$ cat config.mk
export PLATFORM = sky130hd
export DESIGN_NAME = lwsc_cell
export DESIGN_NICKNAME = d
export VERILOG_FILES = /design/src/rtl/lwsc_pkg.sv /design/src/rtl/lwsc_cell.sv
export SDC_FILE = /design/constraint.sdc
export NUM_CORES = 1
export LEC_CHECK = 0
export ABC_AREA = 0
export ABC_CLOCK_PERIOD_IN_PS = 2100
export BUFFER_PORTS_ARGS = -buffer_cell sky130_fd_sc_hd__buf_2
export CORE_UTILIZATION = 35
export DETAILED_ROUTE_END_ITERATION = 16
export PLACE_DENSITY_LB_ADDON = 0.2
export SETUP_SLACK_MARGIN = 0.2
export SYNTH_ARGS = -nofsm -noshare
export SYNTH_HDL_FRONTEND = slang
export SYNTH_SLANG_ARGS = --single-unit
$ cat constraint.sdc
create_clock -name clk -period 2.1 [get_ports clk]
set_input_delay 0.105 -clock clk [delete_from_list [all_inputs] [get_ports clk]]
set_output_delay 0.105 -clock clk [all_outputs]
set_load 0.05 [all_outputs]
$ cat src/rtl/lwsc_pkg.sv
`timescale 1ns / 1ps
// lwsc_pkg: sizes, codes and structs shared by the sector cache tag engine
// no dependencies

package lwsc_pkg;

  localparam int SLOTS       = 64;
  localparam int MAX_RESULTS = 64;
  localparam int IDX_W       = (SLOTS > 1) ? $clog2(SLOTS) : 1;
  localparam int FCNT_W      = $clog2(MAX_RESULTS + 1);
  localparam int SLOT_W      = 6;
  localparam int TAG_W       = 32;
  localparam int TICK_W      = 32;
  localparam int CNT_W       = 32;

  typedef enum logic [1:0] {
    FUNC_READ  = 2'd0,
    FUNC_WRITE = 2'd1,
    FUNC_FLUSH = 2'd2,
    FUNC_CLEAR = 2'd3
  } func_t;

  typedef enum logic [1:0] {
    ST_IDLE,
    ST_SCAN,
    ST_DONE,
    ST_FLUSH_END
  } state_t;

  // token passed from cell to cell during a scan
  typedef struct packed {
    logic              active;
    logic              flush;
    logic [TAG_W-1:0]  sector;
    logic              hit;
    logic [IDX_W-1:0]  hit_idx;
    logic              inv;
    logic [IDX_W-1:0]  inv_idx;
    logic              best_ok;
    logic [IDX_W-1:0]  best_idx;
    logic [TICK_W-1:0] best_tick;
    logic              best_dirty;
    logic [TAG_W-1:0]  best_tag;
  } scan_t;

  // slot update broadcast to all cells
  typedef struct packed {
    logic              en;
    logic              miss;
    logic              write;
    logic [IDX_W-1:0]  idx;
    logic [TAG_W-1:0]  tag;
    logic [TICK_W-1:0] tick;
  } upd_t;

  // dirty slot report during flush, all zero when not selected
  typedef struct packed {
    logic             sel;
    logic [IDX_W-1:0] idx;
    logic [TAG_W-1:0] tag;
  } dirty_t;

endpackage

$ cat src/rtl/lwsc_cell.sv
`timescale 1ns / 1ps
// lwsc_cell: one cache slot (valid, dirty, tag, last use) and its scan stage
// depends on lwsc_pkg

module lwsc_cell (
  input  logic                       clk,
  input  logic                       rst,
  input  logic [lwsc_pkg::IDX_W-1:0] idx,
  input  logic                       adv,
  input  logic                       room,
  input  lwsc_pkg::scan_t            scan_in,
  output lwsc_pkg::scan_t            scan_out,
  input  lwsc_pkg::upd_t             upd,
  output lwsc_pkg::dirty_t           dirty_rpt
);
  import lwsc_pkg::*;

  logic              valid;
  logic              dirty;
  logic [TAG_W-1:0]  tag;
  logic [TICK_W-1:0] last_use;
  scan_t             scan_next;
  logic              sel;
  logic              upd_here;

  // fold this slot into the passing token
  always_comb begin
    scan_next = scan_in;
    if (scan_in.active && !scan_in.flush && valid && tag == scan_in.sector &&
        !scan_in.hit) begin
      scan_next.hit     = 1'b1;
      scan_next.hit_idx = idx;
    end
    if (scan_in.active && !valid && !scan_in.inv) begin
      scan_next.inv     = 1'b1;
      scan_next.inv_idx = idx;
    end
    if (scan_in.active && valid &&
        (!scan_in.best_ok || last_use < scan_in.best_tick)) begin
      scan_next.best_ok    = 1'b1;
      scan_next.best_idx   = idx;
      scan_next.best_tick  = last_use;
      scan_next.best_dirty = dirty;
      scan_next.best_tag   = tag;
    end
  end

  // flush picks this slot when the token sits here
  assign sel       = scan_in.active && scan_in.flush && valid && dirty && room;
  assign dirty_rpt = sel ? dirty_t'{sel: 1'b1, idx: idx, tag: tag} : dirty_t'('0);
  assign upd_here  = upd.en && upd.idx == idx;

  // token stage and slot flags
  always_ff @(posedge clk) begin
    if (rst) begin
      scan_out <= '0;
      valid    <= 1'b0;
      dirty    <= 1'b0;
      last_use <= '0;
    end else begin
      if (adv) begin
        scan_out <= scan_next;
      end
      if (upd_here) begin
        last_use <= upd.tick;
        if (upd.miss) begin
          valid <= 1'b1;
          dirty <= upd.write;
        end else begin
          dirty <= dirty | upd.write;
        end
      end else if (sel && adv) begin
        dirty <= 1'b0;
      end
    end
  end

  // tag store
  always_ff @(posedge clk) begin
    if (upd_here && upd.miss) begin
      tag <= upd.tag;
    end
  end

endmodule

After elaboration in Yosys (flattened, before gate mapping)

Cells that the tools add are included.

Reductions and logical operators: 23
Magnitude comparators: 1
Equal/unequal tests: 2
Muxes and demuxes: 7
Bitwise logic cells: 1

Operator list:

| cell              | count |
|---|---|
| $mux 72           | 1 |
| $mux 39           | 1 |
| $eq 32x32->1      | 1 |
| $lt 32x32->1      | 1 |
| $logic_and 1x1->1 | 15 |
| $mux 7            | 2 |
| $eq 6x6->1        | 1 |
| $logic_not 1->1   | 5 |
| $mux 1            | 3 |
| $reduce_and 2->1  | 1 |
| $reduce_bool 2->1 | 1 |
| $logic_or 1x1->1  | 1 |
| $or 1x1->1        | 1 |

Output and inout port bits: 159
Bits of input ports: 203
Word-level logic and storage cells: 50
Register bits after elaboration: 186

Logic depth before layout (Yosys ltp)

Gate-level depths: netlist of the first run.

Depth in word-level cells: 7
Mapped depth: 11
Depth with buffers taken out: 8

Worst setup path after synthesis of the first run

OpenSTA, ideal clock, no wires.

Path kind: register -> register
From: register last_use[30]
To: register scan_out[13] in the netlist's numbering
Period minus slack after synthesis: 2.178 ns
Buffers on the path: 2
Arrival: 2.042 ns
Setup slack: -0.078 ns
Data required time: 1.964 ns
Stages on the path, launching flop included: 10
Library setup time: 0.136 ns
Cell sequence: dfxtp_1 -> ha_1 -> nand3_1 -> nor2_1 -> nand4_1 -> nor3_1 -> a21o_1 -> clkbuf_1 -> buf_2 -> a211oi_1

Longest elaborated chain between the ends: 4

Ends and longest elaborated chain:

| item                   | line            | text |
|---|---|---|
| start, declared        | lwsc_cell.sv:21 | `logic [TICK_W-1:0] last_use;` |
| start signal, assigned | lwsc_cell.sv:65 | `last_use <= upd.tick;` |
| $lt 32x32->1           | lwsc_cell.sv:39 | `(!scan_in.best_ok \|\| last_use < scan_in.best_tick)) begin` |
| $logic_or 1x1->1       | lwsc_cell.sv:39 |  |
| $logic_and 1x1->1      | lwsc_cell.sv:38 | `if (scan_in.active && valid &&` |
| $mux 72                | lwsc_cell.sv:38 |  |
| end signal, assigned   | lwsc_cell.sv:62 | `scan_out <= scan_next;` |
| end, declared          | lwsc_cell.sv:12 | `output lwsc_pkg::scan_t scan_out,` |

No other way between the ends.
A chain may end at the register's enable or synchronous reset.

Worst setup path after layout of the first run

From: register last_use[25]
To: register scan_out[68] in the netlist's numbering

Same word-level chain as after synthesis.

==> impl_metrics.yaml, run 1 <==
power:
  power_frac_comb: 0.214
  p_total_mw: 9.157
  p_seq_frac: 0.424
  switching_power_mw: 2.941
  ir_drop_mv: 0.5835
  p_int_mw: 6.216
  swShare: 0.3212
  power.leakage_nw: 6.765
  pwr-share-clk: 0.362
  powerDensity_nw_per_um2: 577.7
floorplan:
  fp.dieH_um: 163.0
  fp-row-count: 58
  initial_utilization: 0.3583
  dieWidth_um: 163.0
  io_pins: 362
  die-area_um2: 26580
  coreArea_um2: 25330
detailed_routing:
  drc_errors: 0
  ant_nets: 0
  dr.pass1.iters: 5
  vias: 9663
  first_iter_violations: 721
  avgViaCountPerCell: 5.206
  finalWirelength_mm: 37.35
  wl_per_cell_um: 20.12
critical_path:
  critPathRequiredTime_ns: 2.40
  crit_path_end_kind: "register"
  worstSetupStartpointType: "register"
  cp.arrival_ns: 2.73
  crit_type: "reg2reg"
  worstPathMaxFanout: 11
place:
  io_buffers: 361
  place_area_um2: 12180
  dpl.hpwl_mm: 23.52
  finalWeightedCongestion: 0.7947
logic_synthesis:
  avgSynthCellArea_um2: 9.593
  yosys-top-cells-count: "nor2_1, dfxtp_1, a211oi_1"
  synthTopCellsByArea: "dfxtp_1, edfxtp_1, mux2i_1, a211oi_1, a2111oi_0"
  async_flop_share: 0
  ys_ff_latch: 186
  yosys_warnings: 0
  yosysMostFrequentCell: "nor2_1"
  synth_cells: 946
  synth_edf_count: 32
  yosysSeqAreaShare: 0.4456
  yosysTopAreaCell: "dfxtp_1"
  synth_area_um2: 9075
  synth_top_area_share: 0.3397
  synth-main-ff-cell: "dfxtp_1"
  synthesis.nets: 1180
  netlist-cell-type-count: 34
global_route:
  grt_max_degree: 79
  grt_pass1_wl_mm: 53.34
  grt_usage: 0.2602
  globalRoute.totalOverflow: 0
  antenna_found_initial: 1
  grt_pass1_vias: 9556
cts:
  clockBufferDepth: 2
  h-tree-depth: 4
  clockRootBuffer: "clkbuf_16"
  cts_tree: "done"
  path_clk_slew_ns: 0.08
  cts-buffers-inserted: 17
  numClockSinks: 186
  clock_latency_ns: 0.43
timing:
  grt_setup_unrepaired: "true"
  finalSetupTns_ns: -17.75
  max_freq_ghz: 0.4119
  worst_pin_slew_ns: 0.5231
  period_share: 1.156
  maxSlewViolCount: 0
  fin_crit_ns: 2.428
  relSlewSlack: 0.6512
  finalHoldViolCount: 0
  finClkSkew_ns: 0.01360
  setup_violations: 77
  setup_slack_ns: -0.3280
run_status:
  run_status: "finished with violations"
  violations: "setup timing"
cells_and_area:
  final_layout_size_suffix_gt1_frac: 0.4321
  fin_area_um2: 15850
  finalNetCount: 1746
  area_growth_pct: 74.66
hold_path:
  min_path_type: "in2reg"
flow_run:
  maxCapViolCount: 0
layer usage:
metal / vias up / track usage / share of wire
met5: - / 0 / 0
met3: 54 / 0.05891 / 0.061
met2: 352 / 0.4505 / 0.50
met4: 0 / 0.08581 / 0.026
met1: 4657 / 0.3168 / 0.41
li1: 4600 / - / -
state kept, by name (all words and copies together), names as in the netlist:
signal,flops
last_use,32
tag,32
valid,1
dirty,1
scan_out,120
path summary, 6_finish.rpt:
check / startpoint / to / slack [ns] / cells past startpoint
hold reg to reg: scan_out[76]$_SDFFE_PP0P_ / scan_out[76]$_SDFFE_PP0P_ / 0.48 / 2
setup / recovery: last_use[25]$_SDFFE_PP0P_ / scan_out[68]$_SDFFE_PP0P_ / -0.33 / 9
hold / removal: scan_in[85] / scan_out[85]$_SDFFE_PP0P_ / 0.002 / 3
setup reg to reg: last_use[25]$_SDFFE_PP0P_ / scan_out[68]$_SDFFE_PP0P_ / -0.33 / 9
per-stage QoR:
step	std cells	worst slack [ns]	hold slack, ns	utilization
4_1_cts	1845	-0.3064	0.0002026	0.5715
5_1_grt	1855	-0.3979	0.004454	0.6257
2_1_floorplan	946	-0.03642	0.2039	-
6_report	1856	-0.3280	0.001679	0.6258
3_3_place_gp	1651	-0.2606	0.2826	0.4809
3_5_place_dp	1651	-0.3469	0.2831	0.4809
cell families (layout without fill, tap and decap cells):
logic type                 Yosys count  count (layout)  share of synthesized area
adders and majority gates           31              31                    0.04274
and+or+nand+nor                    232             232                     0.1161
DFF                                186             186                     0.4456
other                                0               1                          0
AOI/OAI and AO/OA                  259             259                     0.2206
xor gates and xnor gates            38              38                    0.03667
muxes                               78              78                    0.08603
buffers and inverters              122             701                    0.05225
cells in the final DEF (no fill, tap or decap), drive strengths merged, types with 2 or more instances in the layout:
master,synthesis,routed
buf,13,464
dlygate4sd3,0,162
nor2,156,156
dfxtp,154,154
a211oi,87,87
mux2i,78,78
a2111oi,72,72
o21bai,71,71
inv,36,41
and2,39,39
edfxtp,32,32
xor2,31,31
ha,31,31
clkbuf,73,24
a21oi,14,14
nand2,9,9
nand4,8,8
nor4,8,8
xnor2,7,7
clkinv,0,7
nor3,5,5
nand3,4,4
a21o,4,4
o211ai,3,3
clkinvlp,0,2
o221ai,2,2
o21ai,2,2
critical path, stage by stage (launching register included):
cell	delay, ns
dfxtp_2	0.34
ha_4	0.23
a21o_1	0.17
a221o_1	0.31
a2bb2oi_2	0.13
o211ai_1	0.19
buf_4	0.20
buf_6	0.18
a2111oi_2	0.45
a211oi_2	0.10
cell type report:
type,count,area (µm²)
antenna,1,2.502
clock buffer,17,425.4
clock inverter,15,157.7
fill,2089,9477
inverter,36,141.4
multi-input combinational,638,6020
sequential,186,4049
tap,330,412.9
timing repair buffer,633,4642
what timing repair did:
action,4_1_cts,5_1_grt
setup endpoints to repair,99,107
hold buffers,162,0
resized for setup,40,204
pin swaps,3,27
hold endpoints to repair,162,0
cloned,0,6
buffers inserted,0,4
power by group through the flow:
stage / clock, mW / sequential, mW / combinational, mW
2_1_floorplan: 0 / 4.50 / 0.448
3_3_place_gp: 0 / 3.95 / 1.58
3_5_place_dp: 0 / 3.96 / 1.59
4_1_cts: 3.37 / 3.88 / 1.84
5_1_grt: 3.51 / 3.90 / 2.07
6_report: 3.31 / 3.88 / 1.96
Power figures use the tool's default switching activity.
==> inputs of run 2 (changes only) <==
HOLD_SLACK_MARGIN = 0.05   (was not set)
==> run 2 against run 1 <==
Net effect: the flow still finishes with violations (setup timing); register-to-register slack barely moved; non-clock buffer count rose by 18; first-iteration DRC count rose by 1.7%; die area did not move; worst hold slack improved by 0.062 ns; design area rose by 0.96%; global-route usage rose by 0.21 points; clock skew rose by 0.0016 ns; critical endpoint is now scan_out[2]$_SDFFE_PP0P_; largest cell class unchanged; highest routed layer unchanged.
==> impl_metrics.yaml, run 2 (synthesis gave the netlist of run 1 again) <==
cells_and_area:
  antenna_cells: 0
  n_fill_cell: 2061
  fin_util: 0.6318
  final_cell_mix: "buf_2, dlygate4sd3_1, nor2_1, dfxtp_1, buf_4"
  largest_register_ffs: 120
  final_layout_size_suffix_gt1_frac: 0.4232
  reg_top3: "scan_out x120, last_use x32, tag x32"
  area_growth_pct: 76.33
  finalNetCount: 1764
  largest_register: "scan_out"
  layout_commonest_cell: "buf_2"
power:
  ir_drop_mv: 0.5853
  powerDensity_nw_per_um2: 574.2
  power.leakage_nw: 6.843
timing:
  setup_violations: 77
  period_share: 1.154
  grt_setup_unrepaired: "true"
  fin_crit_ns: 2.423
  relSlewSlack: 0.6349
  finalHoldViolCount: 0
  worst_pin_slew_ns: 0.5476
  finClkSkew_ns: 0.01522
  max_freq_ghz: 0.4127
  maxSlewViolCount: 0
  setup_slack_ns: -0.3233
  finalSetupTns_ns: -18.99
detailed_routing:
  wl_per_cell_um: 20.14
  first_iter_violations: 733
  drc_errors: 0
  dr.pass1.iters: 5
  avgViaCountPerCell: 5.252
  vias: 9837
  ant_nets: 0
  finalWirelength_mm: 37.72
floorplan:
  io_pins: 362
  fp.dieH_um: 163.0
  die-area_um2: 26580
  fp-row-count: 58
  dieWidth_um: 163.0
  initial_utilization: 0.3583
  coreArea_um2: 25330
global_route:
  grtUsageMet2: 0.4542
  grt_max_degree: 79
  grt_pass1_wl_mm: 53.85
  met3_usage: 0.05866
  grt_pass1_vias: 9689
  globalRoute.totalOverflow: 0
  grt_usage: 0.2623
  grt.busiest_layer: "met2"
  met1_usage: 0.3189
  antenna_found_initial: 0
critical_path:
  critPathRequiredTime_ns: 2.44
  critPathTopFamily: "compound AO/OA/AOI/OAI gates"
  rr_worst_depth: 9
  worst-path-buf-inv: 2
  worstPathMaxFanout: 22
  reg2reg_to: "scan_out[2]$_SDFFE_PP0P_"
  cp_cell_sequence: "ha_1 -> a21oi_1 -> o21ai_1 -> a221oi_2 -> o211ai_1 -> clkbuf_16 -> a21o_4 -> buf_12 -> a211oi_1"
  crit_slowest_cell: "dfxtp_1"
  reg2reg_slack_ns: -0.32
  crit_type: "reg2reg"
  crit_path_start: "last_use[17]$_SDFFE_PP0P_"
  worstSetupStartpointType: "register"
  cp.arrival_ns: 2.76
  cpPeakStageDelay_ns: 0.33
  reg2reg_from: "last_use[17]$_SDFFE_PP0P_"
  crit_path_end_kind: "register"
hold_path:
  min_path_cells: 3
  min_from: "upd[71]"
  min_path_type: "in2reg"
  holdPathEnd: "valid$_SDFFE_PP0P_"
place:
  finalWeightedCongestion: 0.7947
  io_buffers: 361
  dpl.hpwl_mm: 23.52
cts:
  numClockSinks: 186
  cts_tree: "done"
  cts-buffers-inserted: 17
  clock_latency_ns: 0.43
  h-tree-depth: 4
  path_clk_slew_ns: 0.08
  clockRootBuffer: "clkbuf_16"
  clockBufferDepth: 2
run_status:
  run_status: "finished with violations"
  violations: "setup timing"
flow_run:
  maxCapViolCount: 0
==> run 2: cell count changes in the layout (fill, tap and decap cells not counted), sizes merged <==
cell,change
dlygate4sd3,+17
clkbuf,+1
diode,-1
==> run 2: worst register-to-register path, stage by stage (launching register included) <==
cell and delay [ns]:
dfxtp_1 0.33, ha_1 0.30, a21oi_1 0.16, o21ai_1 0.10, a221oi_2 0.29, o211ai_1 0.21, clkbuf_16 0.25, a21o_4 0.25
buf_12 0.18, a211oi_1 0.27
==> run 2: layout make-up <==
cell class | instances | area, µm² | area share
Tap cell | 330 | 412.9 | 0.02580
Multi-Input combinational cell | 638 | 6006 | 0.3753
Sequential cell | 186 | 4049 | 0.2530
Inverter | 36 | 141.4 | 0.008836
Clock inverter | 15 | 157.7 | 0.009852
Clock buffer | 17 | 425.4 | 0.02659
Timing Repair Buffer | 651 | 4810 | 0.3006
==> run 2: how the worst max path moves through the flow <==
| stage | end | slack (ns) | cells after the start |
|---|---|---|---|
| after floorplan | scan_out[0]$_SDFFE_PP0P_ | -0.04 | 8 |
| after global placement | scan_out[14]$_SDFFE_PP0P_ | -0.26 | 9 |
| after detailed placement | scan_out[6]$_SDFFE_PP0P_ | -0.35 | 9 |
| after CTS | scan_out[15]$_SDFFE_PP0P_ | -0.31 | 9 |
| after global routing | scan_out[2]$_SDFFE_PP0P_ | -0.41 | 9 |
| final | scan_out[2]$_SDFFE_PP0P_ | -0.32 | 9 |
==> run 2: what timing repair did <==
action | CTS | global route
endpoints found under the hold margin | 179 | 0
gates cloned | 0 | 6
resized for setup | 40 | 198
hold buffers | 179 | 0
pin swaps | 3 | 22
buffers inserted | 0 | 5
endpoints found under the setup margin | 99 | 109
==> run 2: power breakdown <==
group          internal (mW)  switching (mW)
Combinational          0.757            1.23
Sequential              3.79          0.0940
Clock                   1.69            1.63
Total                   6.23            2.96
==> run 2: per-stage QoR <==
| step | area (µm²) | power, mW | hold slack (ns) | std cells | setup slack [ns] |
|---|---|---|---|---|---|
| 2_1_floorplan | 9349 | 4.950 | 0.2039 | 946 | -0.03642 |
| 3_3_place_gp | 12180 | 5.537 | 0.2826 | 1651 | -0.2606 |
| 3_5_place_dp | 12180 | 5.549 | 0.2831 | 1651 | -0.3469 |
| 4_1_cts | 14640 | 9.114 | 0.05215 | 1862 | -0.3064 |
| 5_1_grt | 16000 | 9.498 | 0.05885 | 1873 | -0.4078 |
| 6_report | 16000 | 9.188 | 0.06363 | 1873 | -0.3233 |
==> run 2: layer usage <==
layer | wire [µm] | vias to the layer above
met5 | 0 | -
met4 | 1178 | 0
met3 | 2312 | 73
met2 | 18920 | 390
met1 | 15310 | 4742
li1 | - | 4632
==> inputs of run 3 (changes only) <==
ABC_AREA = 1   (was 0)
CORE_MARGIN = 10   (was not set)
REMOVE_ABC_BUFFERS = 1   (was not set)
==> run 3 against run 2 <==
Net effect: the run now ends clean; global-route usage decreased by 5.3 points; non-clock buffer count decreased by 68; clock skew increased by 0.0053 ns; largest cell class unchanged; largest power group unchanged; highest routed layer unchanged.
==> impl_metrics.yaml, run 3 <==
logic_synthesis:
  async_flop_share: 0
  synth_edf_count: 32
  synth_cells: 1230
  netlist-cell-type-count: 36
  synth_area_um2: 10320
  yosysMostFrequentCell: "inv_1"
  yosysSeqAreaShare: 0.3920
  synthTopCellsByArea: "dfxtp_1, edfxtp_1, nand2_4, nand3_2, inv_1"
  yosys-top-cells-count: "inv_1, dfxtp_1, nand2_1"
  ys_ff_latch: 186
  yosys_warnings: 0
  yosysTopAreaCell: "dfxtp_1"
  synth_top_area_share: 0.2988
  avgSynthCellArea_um2: 8.387
  synth-main-ff-cell: "dfxtp_1"
global_route:
  grt_max_degree: 97
  grt_usage: 0.2094
  globalRoute.totalOverflow: 0
  grt_pass1_wl_mm: 60.57
  antenna_found_initial: 0
  grt_pass1_vias: 10970
timing:
  hold_ws_ns: 0.08175
  worst_pin_slew_ns: 0.8365
  grt_setup_unrepaired: "true"
  relSlewSlack: 0.4424
  max_freq_ghz: 0.4803
  fin_crit_ns: 2.082
  finalHoldViolCount: 0
  setup_violations: 0
  period_share: 0.9913
  maxSlewViolCount: 0
  finClkSkew_ns: 0.02055
cells_and_area:
  largest_register_ffs: 120
  antenna_cells: 0
  fin_util: 0.5656
  multiInputGateArea_um2: 5796
  reg_top3: "scan_out x120, last_use x32, tag x32"
  largest_register: "scan_out"
  final_cell_mix: "buf_2, inv_1, dlygate4sd3_1, dfxtp_1, nand2_1"
  area_growth_pct: 58.22
  n_fill_cell: 2597
  layout_commonest_cell: "buf_2"
  finalNetCount: 1990
  seqCellArea_um2: 4063
  final_layout_size_suffix_gt1_frac: 0.4505
critical_path:
  crit_path_end_kind: "register"
  worstPathMaxFanout: 6
  cp.arrival_ns: 2.44
  crit_type: "reg2reg"
  critPathRequiredTime_ns: 2.46
  worstSetupStartpointType: "register"
floorplan:
  coreArea_um2: 28860
  initial_utilization: 0.3575
  die-area_um2: 36740
  dieWidth_um: 191.7
  io_pins: 362
  fp-row-count: 62
  fp.dieH_um: 191.7
detailed_routing:
  wl_per_cell_um: 18.97
  drc_errors: 0
  avgViaCountPerCell: 4.753
  vias: 10230
  ant_nets: 0
  finalWirelength_mm: 40.85
  first_iter_violations: 460
  dr.pass1.iters: 4
run_status:
  run_status: "finished, final reports clean"
cts:
  h-tree-depth: 4
  path_clk_slew_ns: 0.07
  clockRootBuffer: "clkbuf_16"
  cts_tree: "done"
  clockBufferDepth: 2
  clock_latency_ns: 0.44
  numClockSinks: 186
  cts-buffers-inserted: 17
place:
  io_buffers: 361
  finalWeightedCongestion: 0.8203
  dpl.hpwl_mm: 26.95
power:
  power.leakage_nw: 7.324
  ir_drop_mv: 0.5055
  powerDensity_nw_per_um2: 575.4
flow_run:
  maxCapViolCount: 0
hold_path:
  min_path_type: "in2reg"
run 3: cell types whose count changed in the layout (fill, tap and decap cells not counted), moves of 53 or more:
cell	previous run	this run
o21ai_0	1	77
mux2i_1	78	0
nor2_1	154	74
inv_1	34	166
nand3_1	3	75
nand2_4	0	74
nand3_2	1	81
o21bai_1	71	0
a21oi_2	1	80
nand2_1	9	118
a211oi_2	53	0
run 3: where the power goes:
part / internal (mW) / switching [mW]
clock: 2.01 / 1.55
combinational: 0.743 / 1.23
sequential: 3.78 / 0.0839
total: 6.53 / 2.87
run 3: repair_timing:
item / in CTS / in global routing
gates cloned: 6 / 3
hold buffers: 154 / 0
resized for setup: 95 / 191
setup buffers: 4 / 10
endpoints found under the hold margin: 153 / 0
pin swaps: 25 / 39
endpoints found under the setup margin: 115 / 112
run 3: logic make-up after synthesis:
kind of cell / count (synthesis) / synth area share
and+or+nand+nor: 497 / 0.2938
AOI/OAI and AO/OA: 235 / 0.1432
adders and majority gates: 31 / 0.03760
DFF: 186 / 0.3920
xor gates and xnor gates: 26 / 0.02207
buffers and inverters: 255 / 0.1113
run 3: critical path, stage by stage (launching register included):
cell and delay, ns:
dfxtp_1 0.37, ha_4 0.22, a21oi_2 0.11, o21ai_1 0.08, nand2_1 0.08, nand3_2 0.10
a21oi_4 0.18, nand2_4 0.08, nand2_8 0.14, nand2_8 0.10, buf_12 0.14, buf_16 0.14
nand2_4 0.06, nand3_2 0.06, a21oi_2 0.14
run 3: final timing paths:
kind | cells past startpoint | slack (ns) | from | to
worst min-delay path | 5 | 0.08 | scan_in[43] | scan_out[43]$_SDFFE_PP0P_
worst max-delay path | 14 | 0.02 | last_use[19]$_SDFFE_PP0P_ | scan_out[67]$_SDFFE_PP0P_
worst min register to register | 2 | 0.46 | last_use[0]$_SDFFE_PP0P_ | last_use[0]$_SDFFE_PP0P_
worst max register to register | 14 | 0.02 | last_use[19]$_SDFFE_PP0P_ | scan_out[67]$_SDFFE_PP0P_
run 3: per-layer routing:
layer	routed length [µm]	vias to the layer above	GRT usage
li1	-	5034	-
met1	16860	4835	0.2476
met2	20110	316	0.3505
met3	2949	49	0.06438
met4	925	0	0.07602
met5	0	-	0
run 3: through the flow:
step           instances  setup WS (ns)  area, µm²  total power [mW]  TNS (ns)
2_1_floorplan       1153         -1.381       9836             4.951   -110.28
3_3_place_gp        1944        0.01355      12650             5.602         0
3_5_place_dp        1944       -0.02354      12650             5.618  -0.04019
4_1_cts             2140       0.004331      15360             9.420         0
5_1_grt             2153       -0.09638      16320             9.762    -3.924
6_report            2153        0.01818      16320             9.392         0
run 3: cell type report:
cell class,instances,area share
multi-input cells,790,0.3551
clock buffers,18,0.02629
inverters,178,0.04147
repair buffers,583,0.2869
well taps,384,0.02944
flip-flops and latches,186,0.2489
clock inverters,14,0.01196
